--- src/sv/nir_pkg.sv ---
// Shared types, constants and helpers for the NEC IR stepper remote core.
package nir_pkg;

  localparam int unsigned US_W   = 15;
  localparam int unsigned MS_W   = 32;
  localparam int unsigned CODE_W = 32;
  localparam int unsigned DLY_W  = 16;
  localparam int unsigned IDX_W  = 4;

  localparam logic [US_W-1:0]   LEAD_SPACE_MIN_US = 15'd4000;
  localparam logic [US_W-1:0]   LEAD_SPACE_MAX_US = 15'd5000;
  localparam logic [CODE_W-1:0] REPEAT_CODE       = 32'hFFFF_FFFF;

  typedef enum logic [IDX_W-1:0] {
    REG_CW_CODE           = 4'd0,
    REG_CCW_CODE          = 4'd1,
    REG_STOP_DELAY_MS     = 4'd2,
    REG_ONE_THRESHOLD_US  = 4'd3,
    REG_LEADER_LOW_MIN_US = 4'd4,
    REG_LEADER_LOW_MAX_US = 4'd5,
    REG_BIT_LOW_MIN_US    = 4'd6,
    REG_BIT_LOW_MAX_US    = 4'd7
  } cfg_reg_t;

  typedef struct packed {
    logic [CODE_W-1:0] cw_code;
    logic [CODE_W-1:0] ccw_code;
    logic [DLY_W-1:0]  stop_delay_ms;
    logic [US_W-1:0]   one_threshold_us;
    logic [US_W-1:0]   leader_low_min_us;
    logic [US_W-1:0]   leader_low_max_us;
    logic [US_W-1:0]   bit_low_min_us;
    logic [US_W-1:0]   bit_low_max_us;
  } cfg_t;

  localparam cfg_t CFG_RESET = '{
    cw_code:           32'h00FF_629D,
    ccw_code:          32'h00FF_A857,
    stop_delay_ms:     16'd3000,
    one_threshold_us:  15'd1000,
    leader_low_min_us: 15'd8000,
    leader_low_max_us: 15'd10000,
    bit_low_min_us:    15'd400,
    bit_low_max_us:    15'd700
  };

  typedef struct packed {
    logic              code_valid;
    logic [CODE_W-1:0] code;
  } frame_res_t;

  typedef struct packed {
    logic step_valid;
    logic step_dir;
    logic running;
  } motor_res_t;

  function automatic logic in_window(logic [US_W-1:0] w, logic [US_W-1:0] lo,
                                     logic [US_W-1:0] hi);
    return (w >= lo) && (w <= hi);
  endfunction

endpackage

--- src/sv/nec_ir_stepper_remote_core.sv ---
// Top level: input register, frame decoder, motor control and result register.
// An accepted input transaction is held in the input register, then its result in the result register.
// Throughput: one transaction per cycle, set by the single-pass decode between the
// input register and the result register; stalls only while the result register is held.
// Reset (rst, synchronous): decoder idle, motor stopped and clockwise, stamp zero,
// registers at their defaults, both pipeline stages empty.
module nec_ir_stepper_remote_core import nir_pkg::*; #(
  parameter int unsigned CODE_BITS = 32
) (
  input  logic              clk,
  input  logic              rst,
  input  logic              in_valid,
  output logic              in_stall,
  input  logic              kind,
  input  logic              pulse_level,
  input  logic [US_W-1:0]   pulse_us,
  input  logic [MS_W-1:0]   now_ms,
  output logic              out_valid,
  input  logic              out_stall,
  output logic              code_valid,
  output logic [CODE_W-1:0] code,
  output logic              step_valid,
  output logic              step_dir,
  output logic              running,
  input  logic              cfg_valid,
  output logic              cfg_ready,
  input  logic [IDX_W-1:0]  cfg_index,
  input  logic [31:0]       cfg_data
);

  cfg_t            cfg;
  logic            s1_valid;
  logic            s1_kind;
  logic            s1_level;
  logic [US_W-1:0] s1_us;
  logic [MS_W-1:0] s1_now;
  logic            advance;
  logic            proc;
  frame_res_t      frame_res;
  motor_res_t      motor_res;

  assign cfg_ready = 1'b1;
  assign advance   = !out_valid || !out_stall;
  assign proc      = s1_valid && advance;
  assign in_stall  = s1_valid && !advance;

  always_ff @(posedge clk) begin
    if (rst) begin
      cfg <= CFG_RESET;
    end else if (cfg_valid && cfg_ready) begin
      unique case (cfg_index)
        REG_CW_CODE:           cfg.cw_code           <= cfg_data;
        REG_CCW_CODE:          cfg.ccw_code          <= cfg_data;
        REG_STOP_DELAY_MS:     cfg.stop_delay_ms     <= cfg_data[DLY_W-1:0];
        REG_ONE_THRESHOLD_US:  cfg.one_threshold_us  <= cfg_data[US_W-1:0];
        REG_LEADER_LOW_MIN_US: cfg.leader_low_min_us <= cfg_data[US_W-1:0];
        REG_LEADER_LOW_MAX_US: cfg.leader_low_max_us <= cfg_data[US_W-1:0];
        REG_BIT_LOW_MIN_US:    cfg.bit_low_min_us    <= cfg_data[US_W-1:0];
        REG_BIT_LOW_MAX_US:    cfg.bit_low_max_us    <= cfg_data[US_W-1:0];
        default: ;
      endcase
    end
  end

  always_ff @(posedge clk) begin
    if (rst) begin
      s1_valid <= 1'b0;
    end else if (!in_stall) begin
      s1_valid <= in_valid;
    end
  end

  always_ff @(posedge clk) begin
    if (!in_stall && in_valid) begin
      s1_kind  <= kind;
      s1_level <= pulse_level;
      s1_us    <= pulse_us;
      s1_now   <= now_ms;
    end
  end

  nir_frame #(
    .CODE_BITS(CODE_BITS)
  ) u_frame (
    .clk     (clk),
    .rst     (rst),
    .en      (proc && !s1_kind),
    .level   (s1_level),
    .width_us(s1_us),
    .cfg     (cfg),
    .res     (frame_res)
  );

  nir_motor u_motor (
    .clk   (clk),
    .rst   (rst),
    .tick  (proc && s1_kind),
    .frame (frame_res),
    .now_ms(s1_now),
    .cfg   (cfg),
    .res   (motor_res)
  );

  always_ff @(posedge clk) begin
    if (rst) begin
      out_valid <= 1'b0;
    end else if (advance) begin
      out_valid <= s1_valid;
    end
  end

  always_ff @(posedge clk) begin
    if (proc) begin
      code_valid <= frame_res.code_valid;
      code       <= frame_res.code;
      step_valid <= motor_res.step_valid;
      step_dir   <= motor_res.step_dir;
      running    <= motor_res.running;
    end
  end

endmodule

--- src/sv/nir_frame.sv ---
// NEC frame decoder: leader windows, bit marks and spaces, MSB-first code assembly.
module nir_frame import nir_pkg::*; #(
  parameter int unsigned CODE_BITS = 32
) (
  input  logic            clk,
  input  logic            rst,
  input  logic            en,
  input  logic            level,
  input  logic [US_W-1:0] width_us,
  input  cfg_t            cfg,
  output frame_res_t      res
);

  localparam int unsigned CNT_W = $clog2(CODE_BITS);

  typedef enum logic [1:0] {
    PH_IDLE,
    PH_LEAD_SPACE,
    PH_BIT_MARK,
    PH_BIT_SPACE
  } phase_t;

  phase_t            phase, phase_next;
  logic [CNT_W-1:0]  bit_count, bit_count_next;
  logic [CODE_W-1:0] shift_code, shift_code_next;
  logic [CODE_W-1:0] shifted;

  assign shifted = {shift_code[CODE_W-2:0], (width_us > cfg.one_threshold_us)};

  always_comb begin
    phase_next      = phase;
    bit_count_next  = bit_count;
    shift_code_next = shift_code;
    res             = '0;
    if (en) begin
      unique case (phase)
        PH_IDLE: begin
          if (!level && in_window(width_us, cfg.leader_low_min_us, cfg.leader_low_max_us)) begin
            phase_next = PH_LEAD_SPACE;
          end
        end
        PH_LEAD_SPACE: begin
          if (level && in_window(width_us, LEAD_SPACE_MIN_US, LEAD_SPACE_MAX_US)) begin
            phase_next      = PH_BIT_MARK;
            bit_count_next  = '0;
            shift_code_next = '0;
          end else begin
            phase_next = PH_IDLE;
          end
        end
        PH_BIT_MARK: begin
          if (!level && in_window(width_us, cfg.bit_low_min_us, cfg.bit_low_max_us)) begin
            phase_next = PH_BIT_SPACE;
          end else begin
            phase_next = PH_IDLE;
          end
        end
        PH_BIT_SPACE: begin
          if (level && (width_us != '0)) begin
            shift_code_next = shifted;
            if (bit_count == CNT_W'(CODE_BITS - 1)) begin
              res.code_valid = 1'b1;
              res.code       = shifted;
              phase_next     = PH_IDLE;
              bit_count_next = '0;
            end else begin
              bit_count_next = bit_count + 1'b1;
              phase_next     = PH_BIT_MARK;
            end
          end else begin
            phase_next = PH_IDLE;
          end
        end
        default: phase_next = PH_IDLE;
      endcase
    end
  end

  always_ff @(posedge clk) begin
    if (rst) begin
      phase      <= PH_IDLE;
      bit_count  <= '0;
      shift_code <= '0;
    end else begin
      phase      <= phase_next;
      bit_count  <= bit_count_next;
      shift_code <= shift_code_next;
    end
  end

endmodule

--- src/sv/nir_motor.sv ---
// Run flag, direction and command time stamp, with step requests on service ticks.
module nir_motor import nir_pkg::*; (
  input  logic            clk,
  input  logic            rst,
  input  logic            tick,
  input  frame_res_t      frame,
  input  logic [MS_W-1:0] now_ms,
  input  cfg_t            cfg,
  output motor_res_t      res
);

  logic            run, run_next;
  logic            dir_ccw, dir_ccw_next;
  logic [MS_W-1:0] last_ms, last_ms_next;
  logic [MS_W-1:0] elapsed;

  assign elapsed = now_ms - last_ms;

  always_comb begin
    run_next     = run;
    dir_ccw_next = dir_ccw;
    last_ms_next = last_ms;
    res          = '0;
    if (tick && run) begin
      if (elapsed > MS_W'(cfg.stop_delay_ms)) begin
        run_next = 1'b0;
      end else begin
        res.step_valid = 1'b1;
        res.step_dir   = dir_ccw;
      end
    end
    if (frame.code_valid) begin
      if (frame.code == cfg.cw_code) begin
        dir_ccw_next = 1'b0;
        run_next     = 1'b1;
        last_ms_next = now_ms;
      end else if (frame.code == cfg.ccw_code) begin
        dir_ccw_next = 1'b1;
        run_next     = 1'b1;
        last_ms_next = now_ms;
      end else if (frame.code == REPEAT_CODE) begin
        if (run) begin
          last_ms_next = now_ms;
        end
      end
    end
    res.running = run_next;
  end

  always_ff @(posedge clk) begin
    if (rst) begin
      run     <= 1'b0;
      dir_ccw <= 1'b0;
      last_ms <= '0;
    end else begin
      run     <= run_next;
      dir_ccw <= dir_ccw_next;
      last_ms <= last_ms_next;
    end
  end

endmodule

--- config.mk ---
export PLATFORM = sky130hd
export DESIGN_NAME = nec_ir_stepper_remote_core
export DESIGN_NICKNAME = d
export VERILOG_FILES = /design/src/sv/nir_pkg.sv /design/src/sv/nec_ir_stepper_remote_core.sv /design/src/sv/nir_frame.sv /design/src/sv/nir_motor.sv
export SDC_FILE = /design/constraint.sdc
export NUM_CORES = 1
export LEC_CHECK = 0
export ABC_AREA = 1
export BUFFER_PORTS_ARGS = -buffer_cell sky130_fd_sc_hd__buf_2
export CAP_MARGIN = 20
export CORE_AREA = 2 2 220 222
export DETAILED_ROUTE_END_ITERATION = 7
export DIE_AREA = 0 0 222 224
export GPL_ROUTABILITY_DRIVEN = 0
export SETUP_SLACK_MARGIN = 0.1
export SYNTH_ARGS = -nofsm -noshare
export SYNTH_HDL_FRONTEND = slang
export SYNTH_SLANG_ARGS = --single-unit
--- constraint.sdc ---
create_clock -name clk -period 3.85 [get_ports clk]
set_input_delay 0.385 -clock clk [delete_from_list [all_inputs] [get_ports clk]]
set_output_delay 0.385 -clock clk [all_outputs]
set_load 0.005 [all_outputs]
Yosys cells after proc, flatten, opt, wreduce, memory -nomap -nowiden:

Index checks and enable logic that the tools add are counted.

* multiplexer cells: 29
* equal/unequal tests: 17
* multiply operators: 0
* $add $sub $neg: 2
* bitwise operators: 1
* shift-type cells: 0
* reduce and logical (&&, ||, !) cells: 40
* magnitude comparators: 8
* div/mod/pow operators: 0

Operators with widths (number)
* two-way mux 33 bit: 4
* two-way mux 32 bit: 4
* == test 32 bit: 2
* two-way mux 31 bit: 2
* case mux 31 bit (2 select lines): 1
* == test 32 bit (second input constant): 1
* > comparator 32 x 16 -> 1 bit: 1
* subtractor 32 bit: 1
* >= comparator 15 bit: 2
* <= comparator 15 bit: 2
* AND reduction 2 bit: 10
* == test 4 x 3 -> 1 bit (second input constant): 4
* >= comparator 15 x 12 -> 1 bit (second input constant): 1
* > comparator 15 bit: 1
* <= comparator 15 x 13 -> 1 bit (second input constant): 1
* two-way mux 5 bit: 3
* nonzero test 15 bit: 1
* logical AND 1 bit: 13
* two-way mux 2 bit: 6
* case mux 5 bit (2 select lines): 1
* == test 4 x 2 -> 1 bit (second input constant): 2
* case mux 2 bit (4 select lines): 1
* two-way mux 1 bit: 7
* logical NOT 1 bit: 6
* other kinds (15): 20

* logic and storage cells: 122
* input port bits: 90
* memories: 0
* latch bits: 0
* bits in writable memories: 0
* register bits after elaboration: 314
* ROM bits: 0

Logic depth before layout (Yosys ltp):

* word-level depth: 9
* gate-level depth with buffers: 23
* depth with buffers taken out: 23

Hierarchy:

Synthesis repeated with hierarchy kept, for this count alone.

* cells, all modules: 2573
* area, all modules: 17927.2 um2

By module, submodules not included
* nec_ir_stepper_remote_core: cells each 941, area each 8536.9 um2, times used 1, seq. area each 5695.5 um2
* nir_motor: cells each 994, area each 5361.4 um2, times used 1, seq. area each 680.7 um2
* nir_frame: cells each 638, area each 4028.9 um2, times used 1, seq. area each 760.7 um2

Least setup slack after synthesis:

No wires, ideal clock.

* path kind: flip-flop to flip-flop
* start: reg s1_now[2]
* end: reg running (data pin)
* stages on the path, launching flop included: 22
* arrival: 2811 ps
* setup slack: 911 ps
* path through: edfxtp_1 > ha_1 > nand2_1 > o21ai_0 > nand2_1 > nand2_1 > nand2_1 > nand2_1 > xor2_1 > ha_1 > a21oi_1 > nand3b_1 > a21oi_1 > nor2_1 > nand2_1 > nand2_1 > nand4_1 > nor2_1 > nand3_1 > nor3_1 > nor2_1 > inv_1

* cells in the longest elaborated chain, start to end: 7

RTL lines
* start, declared: RTL line nec_ir_stepper_remote_core.sv:36 `logic [MS_W-1:0] s1_now;`
* start signal, assigned: RTL line nec_ir_stepper_remote_core.sv:78 `s1_now <= now_ms;`
* subtractor 32 bit *: RTL line nir_motor.sv:17 `assign elapsed = now_ms - last_ms;`
* > comparator 32 x 16 -> 1 bit *: RTL line nir_motor.sv:25 `if (elapsed > MS_W'(cfg.stop_delay_ms)) begin`
* two-way mux 1 bit *: RTL line nir_motor.sv:25
* two-way mux 1 bit *: RTL line nir_motor.sv:24 `if (tick && run) begin`
* two-way mux 1 bit: RTL line nir_motor.sv:37 `end else if (frame.code == cfg.ccw_code) begin`
* two-way mux 1 bit: RTL line nir_motor.sv:33 `if (frame.code == cfg.cw_code) begin`
* two-way mux 1 bit *: RTL line nir_motor.sv:32 `if (frame.code_valid) begin`
* via u_motor.run_next: RTL line nir_motor.sv:12 `logic run, run_next;`
* end signal, assigned: RTL line nec_ir_stepper_remote_core.sv:118 `running <= motor_res.running;`
* end, declared: RTL line nec_ir_stepper_remote_core.sv:24 `output logic running,`

Mark *: on every way through the listed nets, which the timed path passes. The rest lies on a longest branch.
A chain may end at the register's enable or synchronous reset.

==> reports/metrics.cfg <==
[synth]
synth_cells = 2177
yosys.area.top_type = dfxtp_1
postSynthRegisterBits = 314
synth.yosys.warnings = 0
synth-seq-area-share_pct = 42.42
yosys.area.top_type_share_pct = 27.25
syn_nets = 2392
yosys.cell_count.top_type = nand2_1
edff_count_synth = 85
async_reset_ff_share_pct = 0
netlist-cell-type-count = 50
mappedNetlistArea_um2 = 16830
postSynth.topFlopCell = dfxtp_1
average_footprint_of_a_synthesized_cell_um2 = 7.729
synth.top_cells.by_count = nand2_1 (441), inv_1 (287), dfxtp_1 (229), nor2_1 (226), a21oi_1 (214)
post_synth_main_area_contributors = dfxtp_1 (27%), edfxtp_1 (15%), nand2_1 (9.8%)

[global_route]
global_route.usage.total_pct = 19.39
globalRouteOverflowTotal = 0
global_route_wire_length_before_repair_um = 76470
antenna_violations_before_repair = 3
grt_start_max_net_pins = 67
first_global_vias = 14120

[layout]
layout.core_utilization_pct = 41.91
fin_area_um2 = 19840
post_route_cells_drive_above_1_share_pct = 11.62
area.growth.synth_to_final_pct = 17.93
finish.net_count = 2564
finalNonFillerCells = 2991

[detailed_routing]
routed_wire_length_on_met3_um = 2492
vias_per_cell = 4.996
drt-total-wl_um = 48260
detailedRoute.firstPassIterationCount = 5
drt-initial-drc-count = 1032
m1WireLength_um = 21850
avgRoutedWirePerCell_um = 16.14
drc_violations_left = 0
detail-route-antenna-nets = 0
num_vias = 14940
met2_length_um = 22070
uppermost_signal_routing_layer_after_detailed_routing = met5

[placement]
place.port_buffers = 127
dp.final_hpwl_um = 35180
worst_slack_after_detailed_placement_ns = 0.4347
place_inst = 2880
placed_area_um2 = 18170

[power]
max-vdd-ir-drop_mv = 0.3102
power_per_cell_area_nw_per_um2 = 394.4
total_leakage_power_nw = 8.624

[worst_setup_path]
crit_required_ns = 4.28
cp.arrival_ns = 3.88
start_kind = register
worst-path-max-fanout = 53
worst_path_largest_cell_delay_ns = 0.43
crit_path_top_delay_cell = nor2_1
worst_r2r_endpoint = u_motor.last_ms[0]
r2r_worst_path_depth = 19
worst-r2r-setup-slack_ns = 0.40
most_frequent_cp_cell = nand2_1
end_kind = register
crit_chain = nor2_1 -> nand2_1 -> nor2_1 -> nand2_1 -> buf_12 -> nand4_1 -> inv_1 -> buf_4 -> nand2_1 -> nand4_1 -> nor2_1 -> nand2_1 -> nor2_1 -> nand3_2 -> nand3_4 -> buf_12 -> nand2_1 -> nand2_1 -> nor2_1
critPathKind = reg -> reg
r2r_start = s1_us[0]

[job]
timing.max_cap.violations = 0

[sta]
timing.final.crit_period_ns = 3.446
worst_pin_slew_ns = 0.8661
setup_viol = 0
grt_setup_unrepaired = no
clock.fmax_mhz = 290.2
final.setup.tns_ns = 0
final-hold-violation-count = 0
postLayoutSetupSlackWorst_ns = 0.4045
timing.final.max_slew_violations = 0
final.setup_skew_ns = 0.01649
finalCritPeriodShare_pct = 89.49
max_slew_margin_pct = 41.91

[cts]
clkSlewWorstSetupHoldPaths_ns = 0.06
cts_inserted_buffers = 37
clock_tree.htree_level_count = 2
cts-root-to-sink-buffers = 3
cts_tree = built
clock_tree.root_cell = clkbuf_16
clock-sinks = 314
clock_latency_ns = 0.55

[hold_path]
min_to = s1_now[1]
hp-start = now_ms[1]
worst_hold_path.num_cells = 1
hold_path_class = in -> reg

[floorplanning]
starting_utilization_of_the_core_area_pct = 35.54
fp.dieArea_um2 = 49730
dieHeight_um = 224
core_area_um2 = 47350
die_w_um = 222
io_pins = 129
floorplan.rows = 80

[outcome]
outcome = finished, final reports clean

==> per-layer routing <==
layer  vias up  global-route usage (%)
met5         -                       0
met4         4                   8.173
met3       109                   2.912
met2       408                   32.31
met1      6880                   25.12
li1       7541                       -
==> worst max-delay path by stage <==
stage                     slack (ns)  startpoint                 end  depth (start not counted)
after floorplan                 0.91   s1_now[2]             running                         21
after global placement          0.50   s1_now[0]             running                         23
after global routing            0.14   s1_now[0]             running                         22
final                           0.40    s1_us[0]  u_motor.last_ms[0]                         19
after CTS                       0.42   s1_now[0]             running                         22
after detailed placement        0.43   s1_now[0]             running                         22
==> through the flow <==
stage	power [mW]	hold WS (ns)
6_report	7.827	0.04407
2_1_floorplan	4.048	0.4275
5_1_grt	8.165	0.04087
4_1_cts	7.929	0.01742
3_3_place_gp	4.315	0.4454
3_5_place_dp	4.334	0.4532
==> power breakdown <==
group / leakage [nW] / internal (mW) / switching [mW]
clock network: 0.598 / 2.08 / 1.44
logic: 5.38 / 0.289 / 0.486
registers: 2.65 / 3.48 / 0.0453
total: 8.62 / 5.85 / 1.97
==> repair_timing <==
action / in CTS / in global routing
setup buffers: 0 / 0
hold endpoints to repair: 45 / 0
setup endpoints to repair: 0 / 3
resized for setup: 0 / 3
hold buffers: 45 / 0
==> registers in the layout, indices dropped and copies added (netlist names), 2 cells and up <==
register            count
u_frame.shift_code     31
code                   32
s1_us                  15
u_frame.phase           2
u_frame.bit_count       5
u_motor.last_ms        32
s1_now                 32
cfg                   155
==> worst max-delay path: cells and delay by family, from the launching register on <==
family                 cells  cell delay [ns]
AND/OR/NAND/NOR           15             2.13
flip-flops                 1             0.40
buffers and inverters      4             0.74
==> cell families (layout without fill, tap and decap cells) <==
| logic type | Yosys count | after routing | synth area share (%) |
|---|---|---|---|
| XOR/XNOR | 41 | 41 | 2.134 |
| flip-flops | 314 | 314 | 42.42 |
| adder cells (fa/ha/maj) | 125 | 125 | 9.340 |
| other | 1 | 2 | 0.02229 |
| buffers and inverters | 374 | 572 | 8.953 |
| AO/OA/AOI/OAI | 432 | 432 | 13.63 |
| AND/OR/NAND/NOR | 890 | 890 | 23.51 |
==> layout by cell type (no fill, tap or decap), drive strengths merged <==
cell type	count
edfxtp	85
nor3b	2
nand3b	8
a221oi	1
o21bai	3
conb	1
nand3	98
nand2	443
or2	1
inv	294
nor2	249
a21boi	2
nor4	7
xnor2	10
a21oi	214
o21a	5
xor2	31
clkinvlp	1
o311ai	1
dlygate4sd3	45
bufinv	2
clkbuf	49
buf	164
a21o	6
nand4	65
o2111ai	1
ha	124
dfxtp	229
a2111oi	1
o21ai	169
a211oi	12
fa	1
o211ai	12
diode	1
or4	1
nor3	16
a31oi	1
o221ai	3
clkinv	17
a211o	1
==> area by class of cell <==
cell class              count  area [um^2]
inverters                 298         1122
fillers                  4784        27500
clock inverters            16        145.1
repair buffers            209         1401
clock buffers              49         1064
well taps                 615        769.5
diodes                      1        2.502
multi-input cells        1489         8202
flip-flops and latches    314         7137
No activity file was read; power rests on OpenSTA's default activity.
